[src/design/assert_macros.svh]
// Assertion macros shared by the row mirror sepia filter RTL.
// Needs nothing else; include by bare file name.
`ifndef ASSERT_MACROS_SVH
`define ASSERT_MACROS_SVH

// Check a property that is ignored while reset is asserted (active low).
`define AST_RST(lbl, clk, rst_n, prop, msg) \
    lbl: assert property (@(posedge clk) disable iff (!(rst_n)) (prop)) else $error(msg);

// Check a property on every clock edge, reset included.
`define AST_ALWAYS(lbl, clk, prop, msg) \
    lbl: assert property (@(posedge clk) (prop)) else $error(msg);

`endif

[src/design/rmsf_pkg.sv]
// Types and constants of the row mirror sepia filter.
// Used by rmsf_cell, rmsf_sepia and row_mirror_sepia_filter; depends on nothing.
package rmsf_pkg;

    localparam int unsigned CHAN_W      = 8;
    localparam int unsigned ROW_WIDTH_W = 7;
    localparam int unsigned CFG_IDX_W   = 2;

    // Configuration register indexes
    localparam logic [CFG_IDX_W-1:0] CFG_ROW_WIDTH  = 2'd0;
    localparam logic [CFG_IDX_W-1:0] CFG_MIRROR_EN  = 2'd1;
    localparam logic [CFG_IDX_W-1:0] CFG_SEPIA_EN   = 2'd2;

    localparam logic [ROW_WIDTH_W-1:0] ROW_WIDTH_RST = 7'd64;

    typedef logic [CHAN_W-1:0] t_chan;

    // Red in the lowest bits, blue in the highest
    typedef struct packed {
        t_chan blue;
        t_chan green;
        t_chan red;
    } t_pixel;

    localparam int unsigned PIX_W = $bits(t_pixel);

    typedef struct packed {
        logic push;
        logic pop;
    } t_cell_ctl;

    // Sepia matrix in thousandths
    localparam int unsigned COEF_W = 10;
    localparam logic [COEF_W-1:0] C_RR = 10'd393;
    localparam logic [COEF_W-1:0] C_RG = 10'd769;
    localparam logic [COEF_W-1:0] C_RB = 10'd189;
    localparam logic [COEF_W-1:0] C_GR = 10'd349;
    localparam logic [COEF_W-1:0] C_GG = 10'd686;
    localparam logic [COEF_W-1:0] C_GB = 10'd168;
    localparam logic [COEF_W-1:0] C_BR = 10'd272;
    localparam logic [COEF_W-1:0] C_BG = 10'd534;
    localparam logic [COEF_W-1:0] C_BB = 10'd131;

    // Largest weighted sum is 1351 * 255, below 2^19
    localparam int unsigned SUM_W = 19;

    // Division by 1000 as multiplication by ceil(2^29 / 1000), exact for sums below 2^19
    localparam int unsigned RECIP_W     = 20;
    localparam int unsigned RECIP_SHIFT = 29;
    localparam logic [RECIP_W-1:0] RECIP_1000 = 20'd536871;
    localparam int unsigned PROD_W      = SUM_W + RECIP_W;
    localparam int unsigned QUO_W       = 9;
    localparam logic [QUO_W-1:0] CHAN_MAX_Q = 9'd255;

    function automatic logic [SUM_W-1:0] dot3(t_pixel p, logic [COEF_W-1:0] cr,
                                              logic [COEF_W-1:0] cg,
                                              logic [COEF_W-1:0] cb);
        logic [SUM_W-1:0] s;
        s = SUM_W'(p.red) * SUM_W'(cr) + SUM_W'(p.green) * SUM_W'(cg)
            + SUM_W'(p.blue) * SUM_W'(cb);
        return s;
    endfunction

endpackage

[src/design/row_mirror_sepia_filter.sv]
// Row mirror and sepia filter for a row-major RGB pixel stream.
// Pixels enter on s_axis (tdata: red, green, blue from bit 0 up) and leave on
// m_axis with tlast marking the last pixel of each outgoing row.
// Registers are written over the cfg channel (index 0 row width, 1 mirror
// enable, 2 sepia enable); o_cfg_ready is always high. Write them only while
// no pixel is in flight.
// Every pixel is pushed into a chain of MAX_ROW_WIDTH cells acting as a stack.
// Mirror off: a pixel goes through the first stage and the output register to
// m_axis, one pixel per cycle while the receiver keeps up. Mirror on: the row's
// pixels are absorbed one per cycle; after the last one the chain pops the row
// back out, one pixel per cycle, with s_axis_tready low during the pop.
// Sepia uses the same stages: the weighted sums are registered in the first stage,
// then divided and clamped on their way into the output register.
// Reset (synchronous, active low) empties the pipeline, clears the column
// count and restores row width 64, mirror off, sepia off.
// A stalled receiver freezes the whole pipeline, the pop sequence included;
// the input side keeps taking pixels only while the output register is empty or drains.
`include "assert_macros.svh"
module row_mirror_sepia_filter
    import rmsf_pkg::*;
#(
    parameter int MAX_ROW_WIDTH = 64
) (
    input  logic                   i_clk,
    input  logic                   i_rst_n,
    // configuration write channel
    input  logic                   i_cfg_valid,
    output logic                   o_cfg_ready,
    input  logic [CFG_IDX_W-1:0]   i_cfg_index,
    input  logic [ROW_WIDTH_W-1:0] i_cfg_data,
    // pixel input
    input  logic                   s_axis_tvalid,
    output logic                   s_axis_tready,
    input  logic [PIX_W-1:0]       s_axis_tdata,  // red[7:0], green[15:8], blue[23:16]
    // pixel output
    output logic                   m_axis_tvalid,
    input  logic                   m_axis_tready,
    output logic [PIX_W-1:0]       m_axis_tdata,  // out_red[7:0], out_green[15:8], out_blue[23:16]
    output logic                   m_axis_tlast   // row_end
);

    localparam int COL_W = $clog2(MAX_ROW_WIDTH);

    typedef enum logic [0:0] {
        ST_IDLE,
        ST_BURST
    } t_state;

    t_state                 r_state;
    logic [ROW_WIDTH_W-1:0] r_row_width;
    logic                   r_mirror;
    logic                   r_sepia;
    logic [COL_W-1:0]       r_col;
    logic [COL_W-1:0]       r_idx;

    logic [ROW_WIDTH_W-1:0] w_eff_width;
    logic                   w_last;
    logic                   w_take;
    logic                   w_accept;
    t_cell_ctl              w_ctl;
    t_pixel                 w_in_pix;
    t_pixel                 w_cell_pix [MAX_ROW_WIDTH];
    logic                   w_emit_valid;
    t_pixel                 w_emit_pix;
    logic                   w_emit_last;
    t_pixel                 w_out_pix;

    assign o_cfg_ready = 1'b1;
    assign w_in_pix    = t_pixel'(s_axis_tdata);

    always_comb begin
        if (r_row_width == '0) begin
            w_eff_width = ROW_WIDTH_W'(1);
        end else if (r_row_width > ROW_WIDTH_W'(MAX_ROW_WIDTH)) begin
            w_eff_width = ROW_WIDTH_W'(MAX_ROW_WIDTH);
        end else begin
            w_eff_width = r_row_width;
        end
    end

    assign w_last = (ROW_WIDTH_W'(r_col) + ROW_WIDTH_W'(1)) >= w_eff_width;

    assign s_axis_tready = (r_state == ST_IDLE) && w_take;
    assign w_accept      = s_axis_tvalid && s_axis_tready;

    assign w_ctl.push = w_accept;
    assign w_ctl.pop  = (r_state == ST_BURST) && w_take;

    assign w_emit_valid = (w_accept && !r_mirror) || w_ctl.pop;
    assign w_emit_pix   = (r_state == ST_BURST) ? w_cell_pix[0] : w_in_pix;
    assign w_emit_last  = (r_state == ST_BURST) ? (r_idx == '0) : w_last;

    always_ff @(posedge i_clk) begin
        if (!i_rst_n) begin
            r_state     <= ST_IDLE;
            r_row_width <= ROW_WIDTH_RST;
            r_mirror    <= 1'b0;
            r_sepia     <= 1'b0;
            r_col       <= '0;
            r_idx       <= '0;
        end else begin
            if (i_cfg_valid) begin
                unique case (i_cfg_index)
                    CFG_ROW_WIDTH: r_row_width <= i_cfg_data;
                    CFG_MIRROR_EN: r_mirror    <= i_cfg_data[0];
                    CFG_SEPIA_EN:  r_sepia     <= i_cfg_data[0];
                    default:       ;
                endcase
            end
            unique case (r_state)
                ST_IDLE: begin
                    if (w_accept) begin
                        r_col <= w_last ? '0 : r_col + COL_W'(1);
                        if (w_last && r_mirror) begin
                            r_idx   <= r_col;
                            r_state <= ST_BURST;
                        end
                    end
                end
                ST_BURST: begin
                    if (w_take) begin
                        if (r_idx == '0) begin
                            r_state <= ST_IDLE;
                        end else begin
                            r_idx <= r_idx - COL_W'(1);
                        end
                    end
                end
                default: r_state <= ST_IDLE;
            endcase
        end
    end

    for (genvar i = 0; i < MAX_ROW_WIDTH; i++) begin : g_chain
        t_pixel w_prev;
        t_pixel w_next;
        if (i == 0) begin : g_head
            assign w_prev = w_in_pix;
        end else begin : g_body
            assign w_prev = w_cell_pix[i-1];
        end
        if (i == MAX_ROW_WIDTH - 1) begin : g_tail
            assign w_next = t_pixel'('0);
        end else begin : g_inner
            assign w_next = w_cell_pix[i+1];
        end
        rmsf_cell u_cell (
            .i_clk       (i_clk),
            .i_ctl       (w_ctl),
            .i_from_prev (w_prev),
            .i_from_next (w_next),
            .o_pix       (w_cell_pix[i])
        );
    end

    rmsf_sepia u_sepia (
        .i_clk      (i_clk),
        .i_rst_n    (i_rst_n),
        .i_sepia_en (r_sepia),
        .i_valid    (w_emit_valid),
        .i_pix      (w_emit_pix),
        .i_last     (w_emit_last),
        .o_take     (w_take),
        .o_valid    (m_axis_tvalid),
        .i_ready    (m_axis_tready),
        .o_pix      (w_out_pix),
        .o_last     (m_axis_tlast)
    );

    assign m_axis_tdata = PIX_W'(w_out_pix);

    `AST_RST(a_no_input_in_burst, i_clk, i_rst_n, !((r_state == ST_BURST) && s_axis_tready), "input taken during burst")
    `AST_RST(a_burst_after_last, i_clk, i_rst_n, (w_accept && w_last && r_mirror) |=> (r_state == ST_BURST) && (r_col == '0), "mirrored row end did not start a burst")
    `AST_RST(a_burst_ends, i_clk, i_rst_n, ((r_state == ST_BURST) && w_take && (r_idx == '0)) |=> (r_state == ST_IDLE), "burst did not end after column zero")
    `AST_RST(a_col_wraps, i_clk, i_rst_n, (w_accept && w_last) |=> (r_col == '0), "column count not cleared at row end")

endmodule

[src/design/rmsf_cell.sv]
// One cell of the line-store chain: holds one pixel, shifts with its neighbors.
// Depends on rmsf_pkg.
module rmsf_cell
    import rmsf_pkg::*;
(
    input  logic      i_clk,
    input  t_cell_ctl i_ctl,
    input  t_pixel    i_from_prev,
    input  t_pixel    i_from_next,
    output t_pixel    o_pix
);

    t_pixel r_pix;

    // Push moves data away from cell 0, pop moves it back toward cell 0
    always_ff @(posedge i_clk) begin
        priority if (i_ctl.push) begin
            r_pix <= i_from_prev;
        end else if (i_ctl.pop) begin
            r_pix <= i_from_next;
        end
    end

    assign o_pix = r_pix;

endmodule

[src/design/rmsf_sepia.sv]
// Two-stage sepia pipeline with the output register of the block.
// Depends on rmsf_pkg.
module rmsf_sepia
    import rmsf_pkg::*;
(
    input  logic   i_clk,
    input  logic   i_rst_n,
    input  logic   i_sepia_en,
    input  logic   i_valid,
    input  t_pixel i_pix,
    input  logic   i_last,
    output logic   o_take,
    output logic   o_valid,
    input  logic   i_ready,
    output t_pixel o_pix,
    output logic   o_last
);

    logic             r_s1_valid;
    t_pixel           r_s1_pix;
    logic             r_s1_last;
    logic [SUM_W-1:0] r_sum_r;
    logic [SUM_W-1:0] r_sum_g;
    logic [SUM_W-1:0] r_sum_b;

    logic   r_out_valid;
    t_pixel r_out_pix;
    logic   r_out_last;

    t_pixel n_sepia;

    // Whole pipeline moves when the output register is free or being drained
    assign o_take = !r_out_valid || i_ready;

    always_ff @(posedge i_clk) begin
        if (!i_rst_n) begin
            r_s1_valid  <= 1'b0;
            r_out_valid <= 1'b0;
        end else if (o_take) begin
            r_s1_valid  <= i_valid;
            r_out_valid <= r_s1_valid;
        end
    end

    always_ff @(posedge i_clk) begin
        if (o_take) begin
            r_s1_pix   <= i_pix;
            r_s1_last  <= i_last;
            r_sum_r    <= dot3(i_pix, C_RR, C_RG, C_RB);
            r_sum_g    <= dot3(i_pix, C_GR, C_GG, C_GB);
            r_sum_b    <= dot3(i_pix, C_BR, C_BG, C_BB);
            r_out_pix  <= i_sepia_en ? n_sepia : r_s1_pix;
            r_out_last <= r_s1_last;
        end
    end

    function automatic t_chan div_clamp(logic [SUM_W-1:0] sum);
        logic [PROD_W-1:0] prod;
        logic [QUO_W-1:0]  q;
        prod = PROD_W'(sum) * PROD_W'(RECIP_1000);
        q    = prod[RECIP_SHIFT +: QUO_W];
        return (q > CHAN_MAX_Q) ? CHAN_MAX_Q[CHAN_W-1:0] : q[CHAN_W-1:0];
    endfunction

    always_comb begin
        n_sepia.red   = div_clamp(r_sum_r);
        n_sepia.green = div_clamp(r_sum_g);
        n_sepia.blue  = div_clamp(r_sum_b);
    end

    assign o_valid = r_out_valid;
    assign o_pix   = r_out_pix;
    assign o_last  = r_out_last;

endmodule

[config.mk]
export PLATFORM = sky130hd
export DESIGN_NAME = row_mirror_sepia_filter
export DESIGN_NICKNAME = d
export VERILOG_FILES = /design/src/design/rmsf_pkg.sv /design/src/design/row_mirror_sepia_filter.sv /design/src/design/rmsf_cell.sv /design/src/design/rmsf_sepia.sv
export VERILOG_INCLUDE_DIRS = /design/src /design/src/design
export SDC_FILE = /design/constraint.sdc
export NUM_CORES = 2
export LEC_CHECK = 0
export ABC_AREA = 1
export BUFFER_PORTS_ARGS = -buffer_cell sky130_fd_sc_hd__clkbuf_2
export CORE_MARGIN = 10
export CORE_UTILIZATION = 65
export DETAILED_ROUTE_END_ITERATION = 7
export GPL_TIMING_DRIVEN = 0
export HOLD_SLACK_MARGIN = 0.06
export PLACE_DENSITY_LB_ADDON = 0.08
export RECOVER_POWER = 25
export SLEW_MARGIN = 40
export SYNTH_ARGS = -nofsm -noshare
export SYNTH_HDL_FRONTEND = slang
export SYNTH_SLANG_ARGS = --single-unit
[constraint.sdc]
create_clock -name i_clk -period 62 [get_ports i_clk]
set_input_delay 3.1 -clock i_clk [delete_from_list [all_inputs] [get_ports i_clk]]
set_output_delay 3.1 -clock i_clk [all_outputs]
set_load 0.005 [all_outputs]
# [Word level (Yosys, flattened, before mapping)]
# Cells that the tools add are included.
[word_totals] ff_bits=1667 inputBits=38 out_inout_bits=28 word_cells=409
[op_classes] addsub=9 mul=12 order_cmp=5 n_eq_ne=6 muxes=147 n_bitwise=1 reduce_logical=18
[ops] op="$mux W24" n=130
[ops] op="$mul A19 B20 Y38 const B" n=3
[ops] op="$mul A8 B9 Y17 const B" n=4
[ops] op="$add A17 B18 Y19" n=3
[ops] op="$add A19 B16 Y19" n=3
[ops] op="$mul A8 B8 Y16 const B" n=2
[ops] op="$mux W6" n=5
[ops] op="$gt A9 B8 Y1 const B" n=3
[ops] op="$mul A8 B5 Y13 const B" n=2
[ops] op="$mux W8" n=3
[ops] op="$mul A8 B10 Y18 const B" n=1
[ops] op="$mux W7" n=2
[ops] op="$pmux W6 S2" n=1
[ops] op="$reduce_and A2 Y1" n=4
[ops] op="$add A6 B1 Y7 const B" n=1
[ops] op="$ge A7 B7 Y1" n=1
[ops] op="$gt A7 B7 Y1 const B" n=1
[ops] op="$logic_not A7 Y1" n=1
[ops] op="$add A6 B1 Y6 const B" n=1
[ops] op="$logic_not A6 Y1" n=1
[ops] op="$sub A6 B1 Y6 const B" n=1
[ops] op="$logic_and A1 B1 Y1" n=5
[ops] op="$mux W1" n=5
[ops] op="$ne A2 B1 Y1 const B" n=2
[ops] op="other kinds (10)" n=13

# [Logic depth before layout (Yosys ltp)]
[depth] depth_word=8 mapped_depth=37 ltp_nobuf=35

# [Cells and area by module]
# Synthesis repeated with hierarchy kept, for this count alone.
[unflattened] hier_cells=10458 hier_area_um2=102402.0
[modules_own_cells] module="rmsf_cell" n_inst=64 cells_each=103 area_each_um2=1082.3 seq_area_each_um2=720.7
[modules_own_cells] module="rmsf_sepia" n_inst=1 cells_each=3589 area_each_um2=31441.4 seq_area_each_um2=3193.1
[modules_own_cells] module="row_mirror_sepia_filter" n_inst=1 cells_each=277 area_each_um2=1694.1 seq_area_each_um2=440.4

# [Worst setup path before layout]
# No wires, ideal clock.
[synth_timing] kind="input port to flip-flop" from="input port m_axis_tready" to="register g_chain[0].u_cell.r_pix (netlist bit g_chain[0].u_cell.o_pix[0]), enable pin" setup_ns=1.865 arrival_ns=34.996 required_time_ns=60.135 setup_slack_ns=25.139 stages=4 n_path_buf=0 path_cell_list="nor2_4 > inv_1 > o21ai_0 > inv_1"
[synth_between] elab_chain_cells=4 elab_cells_between_ends=5 cone_classes="reduce/logical: 5"
[synth_lines] element="start: declaration" line="row_mirror_sepia_filter.sv:37" source="input logic m_axis_tready,"
[synth_lines] element="$logic_or A1 B1 Y1 (*)" line="rmsf_sepia.sv:33" source="assign o_take = !r_out_valid || i_ready;"
[synth_lines] element="net u_sepia.o_take" line="rmsf_sepia.sv:12" source="output logic o_take,"
[synth_lines] element="$logic_and A1 B1 Y1" line="row_mirror_sepia_filter.sv:83" source="assign s_axis_tready = (r_state == ST_IDLE) && w_take;"
[synth_lines] element="$logic_and A1 B1 Y1" line="row_mirror_sepia_filter.sv:84" source="assign w_accept = s_axis_tvalid && s_axis_tready;"
[synth_lines] element="$reduce_bool A2 Y1 (no line) (*)"
[synth_lines] element="end signal: assignment" line="rmsf_cell.sv:18" source="r_pix <= i_from_prev;"
[synth_lines] element="end signal: assignment" line="rmsf_cell.sv:20" source="r_pix <= i_from_next;"
[synth_lines] element="end: declaration" line="rmsf_cell.sv:13" source="t_pixel r_pix;"
# The timed path passes the listed nets; every way through them passes the cells marked *.
# A chain may end at the register's enable or synchronous reset.

# [Worst setup path after layout]
[layout_timing] from="input port m_axis_tready" to="register g_chain[52].u_cell.r_pix (netlist bit g_chain[52].u_cell.o_pix[4]), enable pin"
[layout_between] elab_chain_cells=4 elab_cells_between_ends=5 cone_classes="reduce/logical: 5"
[layout_lines] element="$logic_or A1 B1 Y1 (*)" line="rmsf_sepia.sv:33"
[layout_lines] element="net u_sepia.o_take" line="rmsf_sepia.sv:12"
[layout_lines] element="$logic_and A1 B1 Y1" line="row_mirror_sepia_filter.sv:83"
[layout_lines] element="$logic_and A1 B1 Y1" line="row_mirror_sepia_filter.sv:84"
[layout_lines] element="$reduce_bool A2 Y1 (no line) (*)"
[layout_lines] element="end signal: assignment" line="rmsf_cell.sv:18"
[layout_lines] element="end signal: assignment" line="rmsf_cell.sv:20"
[layout_lines] element="end: declaration" line="rmsf_cell.sv:13"
# Marked as above.

==> run metrics <==
Synth area leaders=edfxtp_1 (50%), nand2_1 (19%), ha_1 (10%); final worst path period share=17.0%; ANT nets after route=0; # resized after CTS=0; syn_nets=11500; FP Rows=142; crit path time final=10.56 ns; Setup TNS=0 ns; I/O Pins=66; Initial Util=65.4%; slowest CP cell=clkinvlp_2; fin util=71.4%; DR iter-0 viols=6051; Num CTS Buffers=169; register area share after synthesis=50.9%; Post-CTS Hold Fix Bufs=0; GRT Util Overall=27.3%; hold path startpoint=u_sepia.r_s1_last; wire per inst=18.0 um; CP startpoint kind=primary input; status=finished with violations; worst r2r src=r_state; fill count=11300; most common cell after layout, fill and taps aside=nand2_1; Vert. Die Dim=408 um; total setup buffers inserted after CTS=0; clock buffer depth=3; Clock H-tree levels=4; Final #Nets=11800; Syn Area/Cell=9.54 um2; Buf/Inv on CP=9; Syn Inst Count=10300; Synth Register Bits=1665; vias=70000; WL final=229 mm; most used cell, CP=buf_16; crit path launch=m_axis_tready; CTS tree=done; core area=150000 um2; crit-path max cell delay=1.94 ns; Root Driver=clkbuf_16; critical path fanouts, max=87; number of synthesis warnings=0; initial antenna violation count=3; ys flop type=edfxtp_1; largest net degree at the start of global routing=90; Final GP Congestion=0.924; relative slew slack=-220%; Fmax=94.7 MHz; Synth cell types=51; CP required=62.56 ns; DRC Markers=0; final hold vios=0; Crit. End Element=flop; Synth top area share=50.4%; Synth area leader=edfxtp_1; Critical Path AT=11.12 ns; Port Buffers=64; worst hold margin=0.443 ns; dpl hpwl=175 mm; die area=166000 um2; Worst Clk Skew=0.0849 ns; CP cell instances=clkbuf_2 > nor2_1 > clkinvlp_2 > o21ai_0 > clkinvlp_2 > clkbuf_1 > buf_16 > buf_16 > buf_16 > buf_16 > buf_16; Clk Latency, worst-skew pair=0.84 ns; type of the worst setup path=primary input to flop; Ant. Diodes=0; CP delay by family, top=buffers and inverters; share of synthesized flip-flops with an asynchronous set or reset=0%; total iterations of the first detailed-routing run=6; Max Slew Vio Count=392; Cell Area, Synth=97800 um2; grt ovf=0; number of synthesized flops with an enable pin=1641; most frequent cells in the layout=nand2_1 (4854), edfxtp_1 (1641), inv_1 (1125); unrepaired setup endpoints after global routing=false; MaxCap Viol Count=10; violated checks=max-capacitance violations, max-slew violations; vias per cell=5.52; die width=408 um; Clock transition at path regs=0.06 ns; Hold Crit Class=flop to flop; clk sinks=1665; Area Growth Syn to Fin=9.18%; layout cell share with drive strength beyond 1=5.70%; Final Setup Violations=0; worst slew pin tran=4.80 ns; first-pass GRT wire length=368 mm; vias in the first global route=70700
-- path summary, 6_finish.rpt --
kind	to	slack (ns)	depth (start not counted)
max	g_chain[52].u_cell.o_pix[4]	51.44	11
min	u_sepia.o_last	0.44	0
min reg2reg	u_sepia.o_last	0.44	0
max reg2reg	u_sepia.r_sum_b[17]	52.67	29
-- Yosys cell counts (all sizes together) (2+ instances only) --
cell	number
or2	7
nand3b	10
o2111ai	3
clkbuf	86
o21a	2
ha	804
edfxtp	1641
fa	411
o21ai	228
a21boi	6
dfxtp	24
a21o	19
nand4	16
clkinv	2
inv	1129
o21bai	23
o31ai	3
and2	3
buf	264
nand3	81
o211ai	2
nor3	30
a21oi	202
xor2	56
nand2	4869
nor4	9
xnor2	31
and3	2
nor2	276
a211oi	2
a31oi	7
-- cell type report --
type / instances / area (um2) / area share, %
inverter: 1131 / 4250 / 3.98
buffer: 350 / 1600 / 1.50
clock inverter: 88 / 991 / 0.928
multi-input combinational: 7106 / 42200 / 39.5
clock buffer: 218 / 4530 / 4.25
sequential: 1665 / 49800 / 46.6
tap: 2016 / 2520 / 2.36
timing repair buffer: 103 / 901 / 0.844
-- sequential cells by signal, summed over array words and instances (netlist names) --
register	flops
g_chain.u_cell.o_pix	1536
r_col	6
r_idx	6
r_mirror	1
r_row_width	7
r_sepia	1
r_state	1
u_sepia.o_last	1
u_sepia.o_pix	24
u_sepia.o_valid	1
u_sepia.r_s1_last	1
u_sepia.r_s1_pix	22
u_sepia.r_s1_valid	1
u_sepia.r_sum_b	19
u_sepia.r_sum_g	19
u_sepia.r_sum_r	19
-- logic make-up (layout without fill, tap and decap cells) --
kind of cell             Yosys count  in the layout  share of synthesized area [%]
AND/OR/NAND/NOR                 5303           5303                           20.8
flip-flops                      1665           1665                           50.9
buffers and inverters           1481           1890                           6.03
adder cells (fa/ha/maj)         1215           1215                           18.7
AO/OA/AOI/OAI                    500            500                           2.81
XOR/XNOR                          87             87                          0.779
other                              1              1                        0.00383
-- metrics by stage --
step / setup WS, ns / cell area (um2) / std cells
3_3_place_gp: 13.22 / 101000 / 12300
6_report: 51.44 / 107000 / 12700
2_1_floorplan: 25.14 / 97800 / 10300
4_1_cts: 52.18 / 107000 / 12700
3_5_place_dp: 51.36 / 102000 / 12400
5_1_grt: 50.85 / 107000 / 12700
-- layer usage --
metal	wire length, um	global-route usage (%)	share of wire [%]
met3	16400	4.43	7.2
met1	98100	38.3	43
met4	5820	7.27	2.5
met5	20	0	0.0088
met2	108000	44.6	47
Power is left out: the tool's default activity adds up to more than one toggle a clock period on the data nets, which glitch-free logic cannot reach.
